===== config.mk =====
export PLATFORM = sky130hd
export DESIGN_NAME = mnt_divider
export DESIGN_NICKNAME = d
export VERILOG_FILES = /design/src/rtl/mnt_pkg.sv /design/src/rtl/mnt_divider.sv
export SDC_FILE = /design/constraint.sdc
export NUM_CORES = 1
export LEC_CHECK = 0
export BUFFER_PORTS_ARGS = -buffer_cell sky130_fd_sc_hd__buf_2
export CAP_MARGIN = 15
export CORE_ASPECT_RATIO = 0.8
export CORE_MARGIN = 2
export CORE_UTILIZATION = 45
export DETAILED_ROUTE_END_ITERATION = 7
export GPL_TIMING_DRIVEN = 0
export PLACE_DENSITY = 0.7
export SLEW_MARGIN = 0
export SYNTH_ARGS = -nofsm -noshare
export SYNTH_HDL_FRONTEND = slang
export SYNTH_SLANG_ARGS = --single-unit

===== constraint.sdc =====
create_clock -name clk -period 4.6 [get_ports clk]
set_clock_uncertainty 0.1 [all_clocks]
set_input_delay 0.46 -clock clk [delete_from_list [all_inputs] [get_ports clk]]
set_output_delay 0.46 -clock clk [all_outputs]
set_load 0.02 [all_outputs]

===== src/rtl/mnt_pkg.sv =====
// Shared types and constants for the modular number theory unit.
package mnt_pkg;

  localparam int OPERAND_WIDTH_DEF = 31;
  localparam int MOD_W             = 31;
  localparam int DEN_W             = 32;
  localparam int DIV_W             = 2 * DEN_W;
  localparam int RESULT_W          = 62;
  localparam int COEF_W            = DEN_W + 2;
  localparam logic [MOD_W-1:0] MOD_RESET = MOD_W'(1000000007);

  typedef enum logic [1:0] {
    OP_GCD = 2'd0,
    OP_LCM = 2'd1,
    OP_POW = 2'd2,
    OP_INV = 2'd3
  } op_t;

  typedef struct packed {
    logic [DIV_W-1:0] dividend;
    logic [DEN_W-1:0] divisor;
  } div_req_t;

  typedef struct packed {
    logic [DIV_W-1:0] quotient;
    logic [DEN_W-1:0] remainder;
  } div_rsp_t;

endpackage


===== src/rtl/mnt_divider.sv =====
// Restoring shift-subtract divider, one quotient bit per cycle.
module mnt_divider import mnt_pkg::*; (
  input  logic     clk,
  input  logic     rst,
  input  logic     start,
  input  div_req_t req_in,
  output logic     done,
  output div_rsp_t rsp_out
);

  localparam int CNT_W = $clog2(DIV_W);

  logic             busy;
  logic [CNT_W-1:0] cnt;
  logic [DEN_W-1:0] rem;
  logic [DIV_W-1:0] quo;
  logic [DEN_W-1:0] den;
  logic [DEN_W:0]   trial;
  logic [DEN_W:0]   diff;
  logic             ge;

  always_comb begin
    trial = {rem, quo[DIV_W-1]};
    ge    = trial >= {1'b0, den};
    diff  = trial - {1'b0, den};
  end

  always_ff @(posedge clk) begin
    if (rst) begin
      busy <= 1'b0;
      done <= 1'b0;
      cnt  <= '0;
    end else begin
      done <= 1'b0;
      if (start) begin
        busy <= 1'b1;
        cnt  <= CNT_W'(DIV_W - 1);
      end else if (busy) begin
        if (cnt == '0) begin
          busy <= 1'b0;
          done <= 1'b1;
        end else begin
          cnt <= cnt - 1'b1;
        end
      end
    end
  end

  always_ff @(posedge clk) begin
    if (start) begin
      quo <= req_in.dividend;
      rem <= '0;
      den <= req_in.divisor;
    end else if (busy) begin
      rem <= ge ? diff[DEN_W-1:0] : trial[DEN_W-1:0];
      quo <= {quo[DIV_W-2:0], ge};
    end
  end

  assign rsp_out.quotient  = quo;
  assign rsp_out.remainder = rem;

endmodule


==> run_results.csv, run 1 <==
group,metric,value,unit
clock_network,cts_max_level,4,
timing,setup_viol,0,
drt,wl,20800,um
drt,drt-pass1-iter-count,5,
critical_path,crit_chain,"ha_1 -> buf_2 -> nand3_1 -> nor3_1 -> o21ai_1 -> a211o_1 -> and4_4 -> nor2_4 -> buf_4 -> nand3_1 -> o21ai_0",
logic_synthesis,seq_area_frac_synth,48.6,%
power,vdd_drop_max,0.222,mV
placed_design,io_buffers,194,
critical_path,worstPathRequired,4.84,ns
global_route,grt_pass1_wl,32900,um
finish,utilization,57.3,%
critical_path,end_kind,"flip-flop",
global_route,first_global_vias,6078,
logic_synthesis,synth_area,7570,um2
clock_network,numClockSinks,136,
clock_network,postCtsSetupRepairBufs,0,
floorplan,die_w,149,um
clock_network,hold_buffers,0,
logic_synthesis,yosysTopAreaCellShare,38.1,%
power,p_per_area,402,nW/um2
floorplan,fp.dieH,120,um
floorplan,initial_core_util,45.9,%
timing,max_slew_margin,22.2,%
logic_synthesis,synth_area_leaders,"edfxtp_1 38%, dfxtp_1 11%, mux2_2 9.7%, ha_1 5.6%, nand2_1 3.4%",
timing,fin_crit_sh,72.7,%
timing,max_slew.worst_pin.slew,1.16,ns
drt,drt_iter0_markers,537,
floorplan,die_area,17900,um2
logic_synthesis,async_flop_share,0,%
global_route,antenna_found_initial,0,
timing,min_period,3.35,ns
status,status,"complete, no violations",
finish,finalInstanceArea,9460,um2
clock_network,cts_resized,0,
global_route,grt_overflow,0,
timing,slew_violations,0,
placed_design,hpwl,15300,um
timing,setup_slack,1.25,ns
job,cap_viol_max_count,0,
placed_design,post-place-ws,1.38,ns
timing,fin_setup_tns,0,ns
timing,rsz0062_at_grt,"false",
finish,finalNetCount,1044,
logic_synthesis,avgSynthCellArea,10.9,um2
clock_network,clock-root-buffer,"clkbuf_16",
critical_path,worstPathArrival,3.59,ns
min_path,hold_path_class,"in -> reg",
critical_path,crit_type,"reg -> reg",
logic_synthesis,synth_warnings,0,
logic_synthesis,synth_area_leader_cell,"edfxtp_1",
clock_network,numCtsBuffers,17,
logic_synthesis,ys_ff_latch,136,
floorplan,placementRows,42,
clock_network,cts_tree,"yes",
logic_synthesis,synth_cell_types,70,
critical_path,critPathMostFrequentCell,"nand3_1",
placed_design,dpl_cell_area,8830,um2
critical_path,worst-path-max-fanout,10,
clock_network,clockBufferDepth,2,
drt,drc_errors,0,
critical_path,max_stage_delay,0.41,ns
drt,wl_per_cell,18.2,um
finish,antenna_cells,0,
finish,area_growth,24.9,%
logic_synthesis,synth_cells,697,
floorplan,design.core.area,16500,um2
finish,layout-drive-gt1-share,35.6,%
power,p_leak,0.00407,uW
critical_path,crit_slowest_cell,"a211o_1",
placed_design,place.gp.congestion,0.946,
timing,fmax,0.299,GHz
logic_synthesis,synth_nets,831,
drt,viasPerCell,5.51,
global_route,grt_use_total,23.8,%
drt,ant_nets,0,
logic_synthesis,ys.flop_type,"edfxtp_1",
timing,hold_viol_final,0,
logic_synthesis,synth_edf_count,96,
floorplan,num_io_pins,196,
clock_network,clk_transition_reported_paths,0.06,ns
clock_network,clock_latency,0.43,ns
global_route,grt_max_degree,65,
critical_path,critPathLaunchType,"flip-flop",
drt,vias,6296,
## per-layer routing
layer	track usage (%)	share of wire [%]
met1	33.9	46
met2	35.8	44
met3	6.92	8.2
met4	5.71	1.2
met5	0	0
## path summary, 6_finish.rpt
| path | slack (ns) | to | depth (start not counted) | start |
|---|---|---|---|---|
| max reg2reg | 1.25 | rem[29]$_SDFFE_PP0P_ | 11 | rem[7]$_SDFFE_PP0P_ |
| max | 1.25 | rem[29]$_SDFFE_PP0P_ | 11 | rem[7]$_SDFFE_PP0P_ |
| min | 0.11 | den[10]$_DFFE_PP_ | 1 | req_in[10] |
| min reg2reg | 0.42 | rem[9]$_SDFFE_PP0P_ | 2 | rem[8]$_SDFFE_PP0P_ |
## area by class of cell
cell class,instances,area (um2)
inverter,53,199
fill,1456,7040
clock inverter,15,209
buffer,32,186
clock buffer,17,425
multi-input combinational,476,3510
timing repair buffer,194,971
sequential,136,3680
tap,220,275
## where the power goes
| group | leakage [uW] | internal [uW] | total [uW] | switching (uW) |
|---|---|---|---|---|
| sequential | 0.00129 | 1450 | 1510 | 68.9 |
| clock | 0.000308 | 879 | 1480 | 597 |
| combinational | 0.00247 | 318 | 818 | 499 |
## cell usage in the layout, fill, tap and decap left out, drive strengths merged, types with 5 or more instances in the layout
cell,n
edfxtp,96
or3,6
nand2,69
xor2,12
nand3,24
ha,34
o21a,7
mux2,65
dfxtp,40
nor2,46
nor3,13
inv,61
and3,9
a21boi,5
o211ai,9
a21o,5
a211oi,9
clkbuf,39
buf,204
a21oi,41
a311oi,20
o21ai,25
xnor2,12
## kinds of logic after synthesis
kind of cell    Yosys count  share of synthesized area (%)
simple gates            191                           12.2
compound gates          160                           15.6
flops                   136                           48.6
buf+inv                  85                           5.09
mux                      66                           9.80
fa+ha+maj                35                           5.88
xor+xnor                 24                           2.78
## stage by stage
stage / power [uW] / hold WS (ns) / std cells
CTS: 3830 / 0.0881 / 1143
finish: 3810 / 0.105 / 1143
global placement: 2330 / 0.407 / 1111
floorplan: 2080 / 0.379 / 697
detailed placement: 2340 / 0.410 / 1111
global route: 3970 / 0.0872 / 1143
## synthesized netlist by cell type (4+ instances only)
cell type,n
dfxtp_1,40
edfxtp_1,96
o21bai_1,4
a31oi_1,4
a311oi_2,11
nor2_1,45
a21o_1,5
xor2_1,12
nand2_1,68
mux2_2,65
xnor2_1,12
and3_1,8
o21a_1,7
clkbuf_1,22
a21boi_0,5
a211oi_1,9
nand3_1,24
o211ai_1,9
inv_1,53
or3_1,6
a311oi_1,9
a21oi_1,39
o21ai_0,23
ha_1,34
nor3_1,13
## worst max-delay path: cells and delay by family (launching register included)
kind	cells	cell delay, ns
simple gates	5	1.26
fa+ha+maj	1	0.28
flops	1	0.34
buf+inv	2	0.41
compound gates	3	0.86
## state kept, by name, indices dropped and copies added (netlist names)
register  count
busy          1
quo          64
rem          32
den          32
done          1
cnt           6
Note: power is estimated with default switching activity, not from simulation.
==> run 2: changes to the inputs <==
PLACE_DENSITY = 0.72   (was 0.7)
clock period = 2.85 ns   (was 4.6 ns; I/O delays follow)
==> run 2 against run 1 <==
Effect of this change:
- the flow now finishes with violations (negative setup slack)
- non-clock buffer count grew 50
- critical path type unchanged
- via count up 4.5%
- critical endpoint is now rem[16]$_SDFFE_PP0P_
- sequential cell count did not move
- highest routed layer unchanged
==> run_results.csv, run 2 (same netlist as run 1, synthesis figures left out) <==
group,metric,value,unit
finish,layout-drive-gt1-share,41.6,%
global_route,antenna_found_initial,0,
global_route,first_global_vias,6253,
drt,drt_iter0_markers,464,
critical_path,crit_type,"reg -> reg",
clock_network,clock-root-buffer,"clkbuf_16",
timing,fmax,0.343,GHz
global_route,grt_max_degree,65,
placed_design,dpl_cell_area,8840,um2
floorplan,design.core.area,16500,um2
finish,top_register,"quo",
power,p_leak,0.00436,uW
timing,fin_crit_sh,102,%
drt,wl_per_cell,18.5,um
critical_path,worst-path-max-fanout,4,
drt,ant_nets,0,
power,vdd_drop_max,0.340,mV
critical_path,end_kind,"flip-flop",
status,status,"complete, but fails checks",
global_route,grt_overflow,0,
critical_path,max_stage_delay,0.45,ns
floorplan,initial_core_util,45.9,%
min_path,hold_path_class,"in -> reg",
finish,biggestRegsByFlops,"quo x64, den x32, rem x32",
finish,area_growth,37.0,%
finish,finalNetCount,1094,
global_route,grt_pass1_wl,33600,um
clock_network,clock_latency,0.42,ns
clock_network,numClockSinks,136,
critical_path,worstPathArrival,3.12,ns
job,cap_viol_max_count,0,
timing,fin_setup_tns,-0.102,ns
power,p_per_area,605,nW/um2
status,violations,"negative setup slack",
critical_path,endpoint,"rem[16]$_SDFFE_PP0P_",
drt,drc_errors,0,
critical_path,r2r-start,"den[0]$_DFFE_PP_",
timing,min_period,2.91,ns
floorplan,placementRows,42,
clock_network,clockBufferDepth,2,
timing,timing.hold.ws,0.0556,ns
clock_network,cts_max_level,4,
floorplan,die_w,149,um
critical_path,crit_slowest_cell,"edfxtp_1",
critical_path,r2r_slack,-0.06,ns
finish,stdcell_count,1193,
finish,antenna_cells,0,
critical_path,crit_family,"compound AO/OA/AOI/OAI gates",
critical_path,crit_chain,"ha_4 -> fa_2 -> nand2b_4 -> a21o_1 -> a21oi_4 -> o211ai_1 -> a211oi_2 -> nor3_1 -> or3_1 -> a311oi_1",
drt,vias,6579,
critical_path,crit_cells,10,
placed_design,dpl.cell_count,1111,
timing,setup_viol,2,
finish,finalInstanceArea,10400,um2
critical_path,crit_buf_inv,0,
power,p_total,6280,uW
timing,setup_slack,-0.0644,ns
critical_path,startpoint,"den[0]$_DFFE_PP_",
timing,max_slew_margin,43.0,%
global_route,grt_use_total,24.4,%
timing,max_slew.worst_pin.slew,0.855,ns
placed_design,hpwl,15400,um
finish,final_common_cell,"buf_2",
critical_path,r2r_cells,10,
placed_design,io_buffers,194,
clock_network,clk_transition_reported_paths,0.07,ns
critical_path,worstPathRequired,3.06,ns
clock_network,cts_tree,"yes",
floorplan,num_io_pins,196,
clock_network,numCtsBuffers,17,
finish,layout_common_cells,"194 x buf_2, 96 x edfxtp_1, 67 x nand2_1",
drt,viasPerCell,5.51,
placed_design,place.gp.congestion,0.947,
floorplan,fp.dieH,120,um
finish,largest_reg_flops,64,
drt,drt-pass1-iter-count,5,
timing,rsz0062_at_grt,"true",
timing,slew_violations,0,
critical_path,critPathLaunchType,"flip-flop",
timing,hold_viol_final,0,
critical_path,reg2reg_to,"rem[16]$_SDFFE_PP0P_",
drt,wl,22100,um
floorplan,die_area,17900,um2
## run 2: cell types whose count changed in the layout (fill, tap and decap cells not counted), sizes merged
cell / delta
clkinvlp: +1
bufinv: -1
dlygate4sd3: +32
bufbuf: +1
buf: +17
## run 2: area by class of cell
cell class	instances	area, um2
timing repair buffer	247	1510
sequential	136	3690
buffer	29	208
clock inverter	15	186
multi-input combinational	476	3890
fill	1366	6120
tap	220	275
clock buffer	17	425
inverter	53	199
## run 2: power by group
group          total [uW]  internal (uW)  switching, uW
clock                2280           1330            954
sequential           2450           2330            119
combinational        1540            653            891
## run 2: per-stage QoR
| stage | setup slack, ns | utilization, % |
|---|---|---|
| floorplan | 0.0101 | - |
| global placement | -1.44 | 53.5 |
| detailed placement | -0.309 | 53.5 |
| CTS | -0.0181 | 60.7 |
| global route | -0.181 | 62.9 |
| finish | -0.0644 | 62.9 |
## run 2: repair_timing
| action | 4_1_cts | 5_1_grt |
|---|---|---|
| hold endpoints to repair | 32 | 0 |
| cloned | 1 | 2 |
| hold buffers | 32 | 0 |
| buffers inserted | 10 | 8 |
| gates resized for setup | 35 | 59 |
| setup endpoints to repair | 33 | 33 |
| pin swaps | 21 | 12 |
## run 2: worst min path at each step
stage               start           endpoint  slack (ns)  cells past startpoint
4_1_cts        req_in[56]  quo[24]$_DFFE_PP_        0.04                      2
5_1_grt        req_in[53]  quo[21]$_DFFE_PP_        0.05                      2
3_5_place_dp   req_in[21]  den[21]$_DFFE_PP_        0.36                      1
2_1_floorplan   req_in[0]   den[0]$_DFFE_PP_        0.28                      0
6_report       req_in[47]  quo[15]$_DFFE_PP_        0.06                      2
3_3_place_gp   req_in[14]  den[14]$_DFFE_PP_        0.36                      1
## run 2: per-layer routing
metal  vias to the layer above  part of all wire [%]  track usage (%)
met5                         -                     0                0
met4                         0                   1.9             7.32
met3                        33                   8.1             5.93
met2                       298                    45             35.8
met1                      3124                    45             35.5
li1                       3124                     -                -
==> run 3: changes to the inputs <==
PLACE_DENSITY = 0.7   (was 0.72)
REMOVE_ABC_BUFFERS = 1   (was unset)
clock period = 3.8 ns   (was 2.85 ns; I/O delays follow)
==> run 3 against run 2 <==
Effect of this change:
- the run now ends clean
- clock power decreased by 29%
- combinational power fell by 39%
- critical path depth fell by 1
- die area is the same
- fmax shrank 14%
- highest routed layer is now met5
==> run_results.csv, run 3 (same netlist as run 1, synthesis figures left out) <==
group,metric,value,unit
drt,ant_nets,0,
critical_path,crit_family,"simple AND/OR/NAND/NOR gates",
finish,finalNetCount,1015,
finish,regArea,3680,um2
drt,wl,19400,um
global_route,grt_pass1_wl,31200,um
placed_design,io_buffers,195,
clock_network,numClockSinks,136,
clock_network,clock-root-buffer,"clkbuf_16",
status,status,"complete, no violations",
timing,max_slew.worst_pin.slew,1.13,ns
floorplan,placementRows,42,
timing,slew_violations,0,
power,p_leak,0.00397,uW
critical_path,crit_buf_inv,0,
clock_network,numCtsBuffers,17,
timing,rsz0062_at_grt,"false",
finish,top_register,"quo",
finish,layout_common_cells,"194 x buf_2, 96 x edfxtp_1, 67 x nand2_1",
timing,hold_viol_final,0,
timing,max_slew_margin,24.2,%
floorplan,fp.dieH,120,um
critical_path,worstPathRequired,4.04,ns
critical_path,max_stage_delay,0.64,ns
finish,area_growth,22.4,%
clock_network,clockBufferDepth,2,
drt,drc_errors,0,
clock_network,cts_resized,0,
global_route,grt_use_total,22.3,%
finish,biggestRegsByFlops,"quo x64, den x32, rem x32",
floorplan,design.core.area,16500,um2
critical_path,worstPathArrival,3.63,ns
min_path,hold_path_class,"in -> reg",
finish,fillerInstances,1500,
timing,fin_crit_sh,89.0,%
drt,viasPerCell,5.47,
global_route,grt_max_degree,79,
clock_network,clk_transition_reported_paths,0.06,ns
clock_network,clock_latency,0.43,ns
timing,timing.hold.ws,0.0234,ns
clock_network,postCtsSetupRepairBufs,0,
drt,wl_per_cell,17.4,um
finish,largest_reg_flops,64,
clock_network,hold_buffers,0,
floorplan,num_io_pins,196,
timing,min_period,3.38,ns
drt,vias,6108,
power,p_total,4410,uW
finish,multiInputGateArea,3510,um2
global_route,first_global_vias,6047,
critical_path,crit_chain,"ha_1 -> nand3_1 -> nor3_1 -> and4_1 -> or3_1 -> o32ai_1 -> nor2_4 -> nand3_1 -> o221ai_1",
floorplan,die_w,149,um
critical_path,end_kind,"flip-flop",
job,cap_viol_max_count,0,
critical_path,crit_slowest_cell,"nor2_4",
critical_path,critPathMostFrequentCell,"nand3_1",
power,vdd_drop_max,0.259,mV
finish,layout-drive-gt1-share,35.8,%
power,p_per_area,475,nW/um2
finish,final_common_cell,"buf_2",
critical_path,worst-path-max-fanout,23,
clock_network,cts_tree,"yes",
global_route,antenna_found_initial,6,
critical_path,critPathLaunchType,"flip-flop",
placed_design,post-place-ws,0.449,ns
drt,drt_iter0_markers,466,
timing,fmax,0.296,GHz
global_route,grt_overflow,0,
clock_network,cts_max_level,4,
timing,fin_setup_tns,0,ns
floorplan,initial_core_util,45.9,%
placed_design,place.gp.congestion,0.859,
critical_path,crit_type,"reg -> reg",
finish,utilization,56.2,%
placed_design,hpwl,13800,um
timing,setup_viol,0,
timing,setup_slack,0.417,ns
drt,drt-pass1-iter-count,4,
floorplan,die_area,17900,um2
-- run 3: cell count changes in the layout (fill, tap and decap cells not counted), moves of 6 or more --
cell / before / now
dlygate4sd3_1: 32 / 0
clkbuf_1: 20 / 0
buf_4: 18 / 0
ha_1: 21 / 34
ha_4: 9 / 0
a21oi_1: 33 / 39
o21ai_0: 17 / 23
-- run 3: report_power, final --
group          internal, uW  leakage [uW]  total [uW]  switching [uW]
Sequential             1750       0.00129        1840            91.3
Combinational           373       0.00241         943             569
Clock                   914      0.000268        1620             708
-- run 3: per-layer routing --
metal / GRT usage [%] / share of wire, % / vias up
li1: - / - / 2964
met1: 29.5 / 45 / 2903
met2: 34.2 / 45 / 208
met3: 8.75 / 8.7 / 25
met4: 5.65 / 1.2 / 8
met5: 0 / 0.24 / -
-- run 3: path summary, 6_finish.rpt --
check / startpoint / endpoint / slack [ns] / cells after the start
hold / removal: req_in[9] / den[9]$_DFFE_PP_ / 0.02 / 1
setup / recovery: rem[18]$_SDFFE_PP0P_ / rem[21]$_SDFFE_PP0P_ / 0.42 / 9
hold reg to reg: rem[15]$_SDFFE_PP0P_ / rem[15]$_SDFFE_PP0P_ / 0.42 / 2
setup reg to reg: rem[18]$_SDFFE_PP0P_ / rem[21]$_SDFFE_PP0P_ / 0.42 / 9
-- run 3: cell type report --
class / instances / area share, %
antenna: 2 / 0.0540
clock buffer: 17 / 4.59
clock inverter: 15 / 1.50
inverter: 53 / 2.15
multi-input combinational: 476 / 37.9
sequential: 136 / 39.7
tap: 220 / 2.97
timing repair buffer: 197 / 11.1
-- run 3: stage by stage --
step,cells,area (um2)
2_1_floorplan,665,7390
3_3_place_gp,1080,8640
3_5_place_dp,1082,8700
4_1_cts,1114,9270
5_1_grt,1115,9270
6_report,1116,9270
